File: src/rtl/assert_macros.svh
`ifndef ASSERT_MACROS_SVH
`define ASSERT_MACROS_SVH

`ifndef SYNTHESIS

`define LFA_ASSERT(name, prop, msg) \
  name: assert property (@(posedge clk) disable iff (rst) prop) else $error(msg);

`define LFA_ASSERT_ALWAYS(name, prop, msg) \
  name: assert property (@(posedge clk) prop) else $error(msg);

`else

`define LFA_ASSERT(name, prop, msg)

`define LFA_ASSERT_ALWAYS(name, prop, msg)

`endif

`endif

File: src/rtl/lfa_pkg.sv
package lfa_pkg;

  localparam int CNT_W   = 11;
  localparam int NUM_W   = 10;
  localparam int KIND_W  = 2;
  localparam int WORD_W  = 32;
  localparam int BIT_W   = 5;
  localparam int WIDX_W  = CNT_W - BIT_W;
  localparam int IN_W    = 16;
  localparam int OUT_W   = 16;
  localparam int CNT_RST = 1024;

  localparam logic [CNT_W-1:0] NONE_ID = '1;

  typedef enum logic [KIND_W-1:0] {
    KIND_ALLOC   = 2'd0,
    KIND_CHECK   = 2'd1,
    KIND_RELEASE = 2'd2
  } kind_t;

  typedef enum logic [4:0] {
    ST_CLEAR = 5'b00001,
    ST_IDLE  = 5'b00010,
    ST_MOD   = 5'b00100,
    ST_SCAN  = 5'b01000,
    ST_DONE  = 5'b10000
  } state_t;

  typedef struct packed {
    logic             found;
    logic [BIT_W-1:0] idx;
  } ffs_t;

endpackage

File: src/rtl/lowest_free_id_allocator.sv
// Lowest-free ID allocator. IDs 0..count-1 live in a bitmap held in one
// synchronous RAM of 32-bit words. Allocate returns the tracked lowest free
// ID, clears its bit and then scans upward one RAM word per cycle for the next
// free ID; an allocate passes through the states MOD, then SCAN once per
// further word to be scanned, then DONE. Check and release pass through MOD
// and DONE; an out-of-range or unused request, or an allocate from an empty
// pool, goes straight to DONE. The next item is taken once the current one
// is done; its result then sits in the output register until taken.
// After reset and after every write of the count register the RAM is swept
// to all free, one word per cycle, and no item is accepted meanwhile.
// Counts are clamped to 1..MAX_NUMBERS.
`include "assert_macros.svh"

module lowest_free_id_allocator #(
  parameter int MAX_NUMBERS = 1024
) (
  input  logic        clk,
  input  logic        rst,
  input  logic        s_tvalid,
  output logic        s_tready,
  input  logic [15:0] s_tdata,   // [9:0] number
  input  logic [1:0]  s_tuser,   // [1:0] kind
  output logic        m_tvalid,
  input  logic        m_tready,
  output logic [15:0] m_tdata,   // [10:0] granted_number, [11] is_free, [12] out_of_range
  input  logic        cfg_valid,
  output logic        cfg_ready,
  input  logic [10:0] cfg_data
);

  localparam int CNT_W  = lfa_pkg::CNT_W;
  localparam int NUM_W  = lfa_pkg::NUM_W;
  localparam int WORD_W = lfa_pkg::WORD_W;
  localparam int BIT_W  = lfa_pkg::BIT_W;
  localparam int WIDX_W = lfa_pkg::WIDX_W;
  localparam int OUT_W  = lfa_pkg::OUT_W;
  localparam int WORDS  = (MAX_NUMBERS + WORD_W - 1) / WORD_W;
  localparam int AW     = (WORDS > 1) ? $clog2(WORDS) : 1;
  localparam int CNT_MAX_I = (MAX_NUMBERS < (1 << CNT_W) - 1) ? MAX_NUMBERS : (1 << CNT_W) - 1;
  localparam int CNT_RST_I = (MAX_NUMBERS < lfa_pkg::CNT_RST) ? MAX_NUMBERS : lfa_pkg::CNT_RST;
  localparam logic [CNT_W-1:0] CNT_MAX   = CNT_W'(CNT_MAX_I);
  localparam logic [CNT_W-1:0] CNT_RESET = CNT_W'(CNT_RST_I);
  localparam logic [AW-1:0]    LAST_ADDR = AW'(WORDS - 1);

  function automatic logic [WORD_W-1:0] count_mask(input logic [WIDX_W-1:0] w,
                                                   input logic [CNT_W-1:0]  c);
    logic [CNT_W:0]      diff;
    logic [WORD_W-1:0]   m;
    diff = {1'b0, c} - {1'b0, w, {BIT_W{1'b0}}};
    if (diff[CNT_W] || diff == '0) begin
      m = '0;
    end else if (diff >= (CNT_W + 1)'(WORD_W)) begin
      m = '1;
    end else begin
      m = (WORD_W'(1) << diff[BIT_W-1:0]) - WORD_W'(1);
    end
    return m;
  endfunction

  function automatic lfa_pkg::ffs_t find_first(input logic [WORD_W-1:0] v);
    lfa_pkg::ffs_t r;
    r.found = |v;
    r.idx   = '0;
    for (int i = WORD_W - 1; i >= 0; i--) begin
      if (v[i]) r.idx = BIT_W'(i);
    end
    return r;
  endfunction

  function automatic logic is_last(input logic [WIDX_W-1:0] w, input logic [CNT_W-1:0] c);
    logic [WIDX_W:0] nw;
    nw = {1'b0, w} + (WIDX_W + 1)'(1);
    return {nw, {BIT_W{1'b0}}} >= {1'b0, c};
  endfunction

  lfa_pkg::state_t state, state_next;
  lfa_pkg::kind_t  op_kind;
  logic [CNT_W-1:0]  op_num;
  logic [CNT_W-1:0]  count_reg;
  logic [CNT_W-1:0]  lowest_free, lowest_free_next;
  logic              pool_empty, pool_empty_next;
  logic [WIDX_W-1:0] scan_word, scan_word_next;
  logic [AW-1:0]     clr_addr;
  logic [CNT_W-1:0]  res_granted, res_granted_next;
  logic              res_free, res_free_next;
  logic              res_oor, res_oor_next;
  logic [OUT_W-1:0]  out_data;
  logic              out_valid;

  logic [WORD_W-1:0] mem [WORDS];
  logic [WORD_W-1:0] rdata;
  logic [WIDX_W-1:0] rd_word;
  logic              mem_we;
  logic [AW-1:0]     waddr;
  logic [WORD_W-1:0] wdata;

  logic [CNT_W-1:0]  in_num;
  logic              in_acc, cfg_acc, out_load;
  logic [CNT_W-1:0]  cfg_clamped;
  logic [WORD_W-1:0] bit_sel, cand;
  lfa_pkg::ffs_t     hit;

  assign in_num    = {1'b0, s_tdata[NUM_W-1:0]};
  assign s_tready  = (state == lfa_pkg::ST_IDLE);
  assign in_acc    = s_tvalid && s_tready;
  assign cfg_ready = 1'b1;
  assign cfg_acc   = cfg_valid && cfg_ready;
  assign out_load  = (state == lfa_pkg::ST_DONE) && (!out_valid || m_tready);
  assign m_tvalid  = out_valid;
  assign m_tdata   = out_data;

  always_comb begin
    if (cfg_data == '0) begin
      cfg_clamped = CNT_W'(1);
    end else if (cfg_data > CNT_MAX) begin
      cfg_clamped = CNT_MAX;
    end else begin
      cfg_clamped = cfg_data;
    end
  end

  always_comb begin
    state_next       = state;
    lowest_free_next = lowest_free;
    pool_empty_next  = pool_empty;
    scan_word_next   = scan_word;
    res_granted_next = res_granted;
    res_free_next    = res_free;
    res_oor_next     = res_oor;
    rd_word          = scan_word;
    mem_we           = 1'b0;
    waddr            = clr_addr;
    wdata            = '1;
    bit_sel          = WORD_W'(1) << op_num[BIT_W-1:0];
    cand             = '0;
    hit              = find_first(cand);
    case (state)
      lfa_pkg::ST_CLEAR: begin
        mem_we = 1'b1;
        if (clr_addr == LAST_ADDR) state_next = lfa_pkg::ST_IDLE;
      end
      lfa_pkg::ST_IDLE: begin
        rd_word = (lfa_pkg::kind_t'(s_tuser) == lfa_pkg::KIND_ALLOC) ?
                  lowest_free[CNT_W-1:BIT_W] : in_num[CNT_W-1:BIT_W];
        if (in_acc) begin
          res_granted_next = lfa_pkg::NONE_ID;
          res_free_next    = 1'b0;
          res_oor_next     = 1'b0;
          state_next       = lfa_pkg::ST_DONE;
          case (s_tuser)
            lfa_pkg::KIND_ALLOC: begin
              if (!pool_empty && lowest_free < count_reg) state_next = lfa_pkg::ST_MOD;
            end
            lfa_pkg::KIND_CHECK, lfa_pkg::KIND_RELEASE: begin
              if (in_num >= count_reg) res_oor_next = 1'b1;
              else                     state_next   = lfa_pkg::ST_MOD;
            end
            default: ;
          endcase
        end
      end
      lfa_pkg::ST_MOD: begin
        state_next = lfa_pkg::ST_DONE;
        case (op_kind)
          lfa_pkg::KIND_CHECK: begin
            res_free_next = |(rdata & bit_sel);
          end
          lfa_pkg::KIND_RELEASE: begin
            mem_we = 1'b1;
            waddr  = AW'(op_num[CNT_W-1:BIT_W]);
            wdata  = rdata | bit_sel;
            if (pool_empty || op_num < lowest_free) begin
              lowest_free_next = op_num;
              pool_empty_next  = 1'b0;
            end
          end
          default: begin
            bit_sel          = WORD_W'(1) << lowest_free[BIT_W-1:0];
            mem_we           = 1'b1;
            waddr            = AW'(lowest_free[CNT_W-1:BIT_W]);
            wdata            = rdata & ~bit_sel;
            res_granted_next = lowest_free;
            cand = rdata & (({WORD_W{1'b1}} << lowest_free[BIT_W-1:0]) << 1)
                   & count_mask(lowest_free[CNT_W-1:BIT_W], count_reg);
            hit  = find_first(cand);
            rd_word = lowest_free[CNT_W-1:BIT_W] + WIDX_W'(1);
            if (hit.found) begin
              lowest_free_next = {lowest_free[CNT_W-1:BIT_W], hit.idx};
            end else if (is_last(lowest_free[CNT_W-1:BIT_W], count_reg)) begin
              pool_empty_next = 1'b1;
            end else begin
              scan_word_next = rd_word;
              state_next     = lfa_pkg::ST_SCAN;
            end
          end
        endcase
      end
      lfa_pkg::ST_SCAN: begin
        cand    = rdata & count_mask(scan_word, count_reg);
        hit     = find_first(cand);
        rd_word = scan_word + WIDX_W'(1);
        if (hit.found) begin
          lowest_free_next = {scan_word, hit.idx};
          state_next       = lfa_pkg::ST_DONE;
        end else if (is_last(scan_word, count_reg)) begin
          pool_empty_next = 1'b1;
          state_next      = lfa_pkg::ST_DONE;
        end else begin
          scan_word_next = rd_word;
        end
      end
      lfa_pkg::ST_DONE: begin
        if (out_load) state_next = lfa_pkg::ST_IDLE;
      end
      default: state_next = lfa_pkg::ST_CLEAR;
    endcase
  end

  always_ff @(posedge clk) begin
    if (mem_we) mem[waddr] <= wdata;
    rdata <= mem[AW'(rd_word)];
  end

  always_ff @(posedge clk) begin
    if (rst) begin
      state       <= lfa_pkg::ST_CLEAR;
      clr_addr    <= '0;
      count_reg   <= CNT_RESET;
      lowest_free <= '0;
      pool_empty  <= 1'b0;
      out_valid   <= 1'b0;
    end else begin
      if (cfg_acc) begin
        state       <= lfa_pkg::ST_CLEAR;
        clr_addr    <= '0;
        count_reg   <= cfg_clamped;
        lowest_free <= '0;
        pool_empty  <= 1'b0;
      end else begin
        state       <= state_next;
        lowest_free <= lowest_free_next;
        pool_empty  <= pool_empty_next;
        if (state == lfa_pkg::ST_CLEAR) clr_addr <= clr_addr + AW'(1);
      end
      if (out_load)      out_valid <= 1'b1;
      else if (m_tready) out_valid <= 1'b0;
    end
  end

  always_ff @(posedge clk) begin
    scan_word   <= scan_word_next;
    res_granted <= res_granted_next;
    res_free    <= res_free_next;
    res_oor     <= res_oor_next;
    if (in_acc) begin
      op_kind <= lfa_pkg::kind_t'(s_tuser);
      op_num  <= in_num;
    end
    if (out_load) begin
      out_data <= {(OUT_W - CNT_W - 2)'(0), res_oor, res_free, res_granted};
    end
  end

  `LFA_ASSERT(a_load_from_done, $rose(m_tvalid) |-> $past(state == lfa_pkg::ST_DONE), "result loaded outside done")
  `LFA_ASSERT(a_lowest_in_range, (state == lfa_pkg::ST_IDLE && !pool_empty) |-> (lowest_free < count_reg), "lowest free beyond count")
  `LFA_ASSERT(a_cfg_clears, cfg_acc |=> (state == lfa_pkg::ST_CLEAR && lowest_free == '0 && !pool_empty), "count write did not clear pool")
  `LFA_ASSERT_ALWAYS(a_reset_state, rst |=> (state == lfa_pkg::ST_CLEAR && !m_tvalid && !s_tready), "bad state after reset")

endmodule

File: config.mk
export PLATFORM = sky130hd
export DESIGN_NAME = lowest_free_id_allocator
export DESIGN_NICKNAME = d
export VERILOG_FILES = /design/src/rtl/lfa_pkg.sv /design/src/rtl/lowest_free_id_allocator.sv
export VERILOG_INCLUDE_DIRS = /design/src /design/src/rtl
export SDC_FILE = /design/constraint.sdc
export NUM_CORES = 2
export LEC_CHECK = 0
export BUFFER_PORTS_ARGS = -buffer_cell sky130_fd_sc_hd__buf_2
export CORE_MARGIN = 1
export CORE_UTILIZATION = 55
export CTS_BUF_LIST = sky130_fd_sc_hd__clkbuf_8
export DETAILED_ROUTE_END_ITERATION = 16
export HOLD_SLACK_MARGIN = 0.05
export PLACE_DENSITY = 0.71
export SETUP_SLACK_MARGIN = 0.5
export SLEW_MARGIN = 20
export SYNTH_ARGS = -nofsm -noshare
export SYNTH_HDL_FRONTEND = slang
export SYNTH_SLANG_ARGS = --single-unit
File: constraint.sdc
create_clock -name clk -period 6.15 [get_ports clk]
set_input_delay 1.23 -clock clk [delete_from_list [all_inputs] [get_ports clk]]
set_output_delay 1.23 -clock clk [all_outputs]
set_load 0.01 [all_outputs]
==> impl_metrics.env <==
export IMPL_top_register="mem"
export IMPL_slew_viol_final=0
export IMPL_cts_hold_buffers_added=0
export IMPL_root_buffer="clkbuf_8"
export IMPL_synth_simple_area_share_pct=12.42
export IMPL_firstDrtPassIters=8
export IMPL_dp_cells=5128
export IMPL_die_w_um=305.0
export IMPL_path_common_cell="o21ai_0"
export IMPL_detail_route_antenna_nets=0
export IMPL_core_um2=90420
export IMPL_rrSetupSlack_ps=1120
export IMPL_clk_pin_slew_ps=60
export IMPL_cts_max_path_buffers=3
export IMPL_cp_max_fo=18
export IMPL_synth_cell_types=88
export IMPL_largest_register_ffs=1024
export IMPL_cellPowerDensity_nw_per_um2=261.1
export IMPL_min_to="m_tdata[7]$_DFFE_PP_"
export IMPL_fin_ws_ps=1120
export IMPL_min_period_ps=5030
export IMPL_die_area_um2=93020
export IMPL_setup_viol=0
export IMPL_async_reset_ff_share_pct=0
export IMPL_post_cts_buffers=0
export IMPL_initialDrtViolationCount=4540
export IMPL_rows=110
export IMPL_final_nets=4229
export IMPL_synth_fa_ha_area_share_pct=1.591
export IMPL_place_congestion=0.9815
export IMPL_wl_per_cell_um=26.94
export IMPL_hold_class="reg -> reg"
export IMPL_initial_utilization_pct=55.84
export IMPL_worstPathArrival_ps=5820
export IMPL_ys_seq_area_share_pct=66.13
export IMPL_dp_final_hpwl_um=87240
export IMPL_avgSynthCellArea_um2=12.42
export IMPL_ys_top_cells_by_count="edfxtp_1 (1068), nand2_1 (643), a211oi_1 (306), clkbuf_1 (233), a311oi_1 (227)"
export IMPL_io_pin_count=53
export IMPL_synth_edf_count=1068
export IMPL_critPathLaunch="count_reg[2]$_SDFFE_PP0P_"
export IMPL_peakVddDrop_uv=203.0
export IMPL_path_cells="or3_1 > nor2_2 > inv_2 > ha_1 > and2_0 > a211oi_1 > o31a_1 > o21ai_0 > o21ai_0 > nand4_1 > o21ai_1 > o211ai_1 > a2111oi_0 > o221a_2"
export IMPL_yosys_warnings=0
export IMPL_netlist_instances=4065
export IMPL_worst_pin_slew_ps=1148
export IMPL_yosysTopAreaCellShare_pct=63.52
export IMPL_post_cts_resized=0
export IMPL_critPathKind="reg -> reg"
export IMPL_crit_path_max_incr_delay_ps=560
export IMPL_r2r_start="count_reg[2]$_SDFFE_PP0P_"
export IMPL_finClkSkew_ps=39.45
export IMPL_synth_compound_area_share_pct=16.42
export IMPL_via_count=35720
export IMPL_p_leak_nw=20.15
export IMPL_synth_seq_cells=1134
export IMPL_rsz0062_at_grt="no"
export IMPL_drv_cap=0
export IMPL_grt_first_pass_wirelength_um=216800
export IMPL_critical_path_buf_inv_count=1
export IMPL_synthMuxAreaShare_pct=0.2428
export IMPL_layout_drive_gt1_share_pct=11.95
export IMPL_critical_path_top_delay_family="compound AO/OA/AOI/OAI gates"
export IMPL_reg2reg_depth=14
export IMPL_setup_worst_path_end_class="flop"
export IMPL_slew_headroom_pct=23.33
export IMPL_die_height_um=305.0
export IMPL_synth_ff_type="edfxtp_1"
export IMPL_hold_viol=0
export IMPL_max_freq_ghz=0.1988
export IMPL_cts_sinks=1134
export IMPL_grt_usage_pct=31.49
export IMPL_routed_wl_um=146800
export IMPL_portBuffers=42
export IMPL_dp_slack_ps=1253
export IMPL_numCtsBuffers=176
export IMPL_synth_xor_area_share_pct=0.2949
export IMPL_setup_tns_ps=0
export IMPL_yosysMostFrequentCell="edfxtp_1"
export IMPL_synth_top_cell_by_area="edfxtp_1"
export IMPL_critPathRequiredTime_ps=6940
export IMPL_synth_top_family_by_area="compound AO/OA/AOI/OAI gates"
export IMPL_startpoint_type="flop"
export IMPL_antenna_found_initial=3
export IMPL_crit_slowest_cell="a2111oi_0"
export IMPL_grt_start_max_net_pins=131
export IMPL_htreeDepth=4
export IMPL_rr_endpoint="pool_empty$_SDFFE_PP0P_"
export IMPL_route_detailed_drc=0
export IMPL_post_route_period_util_pct=81.78
export IMPL_finalHoldWorstSlack_ps=419.8
export IMPL_status="finished clean"
export IMPL_synth_area_um2=50490
export IMPL_final_cells=5447
export IMPL_overflow=0
export IMPL_grt_pass1_vias=33970
export IMPL_detail_route_vias_per_cell=6.558
export IMPL_cts_tree="built"
export IMPL_worstHoldStart="res_granted[7]$_SDFFCE_PP1P_"
export IMPL_synth_area_leaders="edfxtp_1 (64%), nand2_1 (4.8%), a211oi_1 (4.5%)"
export IMPL_clock_latency_ps=860
export IMPL_hold_depth=0
export IMPL_fin_util_pct=61.95
export IMPL_synthToLayoutAreaGrowth_pct=10.95
-- worst max path at each step --
stage	endpoint	slack (ps)	cells past startpoint
5_1_grt	pool_empty$_SDFFE_PP0P_	730	14
6_report	pool_empty$_SDFFE_PP0P_	1120	14
3_5_place_dp	pool_empty$_SDFFE_PP0P_	1250	14
4_1_cts	pool_empty$_SDFFE_PP0P_	1210	14
2_1_floorplan	scan_word[0]$_DFFE_PP_	1660	16
3_3_place_gp	pool_empty$_SDFFE_PP0P_	1310	14
-- placed cells by master (no fill, tap or decap), types with 16 or more instances in the layout --
master / n
nor3_1: 50
o21a_1: 18
nor2b_1: 16
inv_1: 111
clkinv_2: 20
a311oi_1: 227
nand3_1: 45
nand2b_1: 27
buf_12: 19
o21ai_0: 190
nor2_1: 131
and2_0: 55
o311ai_1: 19
a211oi_1: 306
nand2_1: 643
dfxtp_1: 66
ha_1: 61
clkbuf_8: 183
clkinv_1: 37
a22oi_2: 16
a31oi_1: 46
buf_2: 42
or2_2: 17
a21oi_1: 95
or3_1: 46
a22oi_1: 19
edfxtp_1: 1068
buf_4: 127
o211ai_1: 22
a21o_1: 17
and2_1: 215
nor2_4: 34
o31ai_1: 40
-- cells by family after synthesis --
group                    Yosys count
AO/OA/AOI/OAI                   1143
XOR/XNOR                          17
adder cells (fa/ha/maj)           63
buffers and inverters            360
flip-flops                      1134
multiplexers                      12
other                              2
AND/OR/NAND/NOR                 1334
-- worst register-to-register path, cell delays in order, from the launching register on --
cell       delay [ps]
dfxtp_1           300
or3_1             540
nor2_2            200
inv_2             130
ha_1              430
and2_0            410
a211oi_1          330
o31a_1            310
o21ai_0           130
o21ai_0           410
nand4_1           200
o21ai_1           400
o211ai_1          370
a2111oi_0         560
o221a_2           260
-- final cells by class --
class / instances / area, µm²
well taps: 1176 / 1471
inverters: 56 / 211.5
clock inverters: 132 / 757.0
diodes: 2 / 5.005
clock buffers: 183 / 2519
fillers: 6808 / 34410
repair buffers: 191 / 1578
multi-input cells: 2573 / 16090
flip-flops and latches: 1134 / 33390
-- where the power goes --
group	switching [mW]	internal, mW
logic	0.259	0.114
clock network	2.92	2.99
registers	0.00699	8.33
total	3.19	11.4
-- layer usage --
metal | wire length [µm] | global-route usage (%) | vias up | share of wire [%]
li1 | - | - | 15820 | -
met1 | 58650 | 43.06 | 17590 | 40
met2 | 67860 | 49.19 | 1910 | 46
met3 | 13970 | 5.612 | 403 | 9.5
met4 | 6270 | 14.78 | 0 | 4.3
met5 | 0 | 0 | - | 0
-- metrics by stage --
step	cell area, µm²	power, mW
detailed placement	52710	8.866
global route	56020	15.04
global placement	52690	8.869
CTS	55980	14.71
finish	56020	14.63
floorplan	50500	8.723
Note: power is estimated with default switching activity, not from simulation.
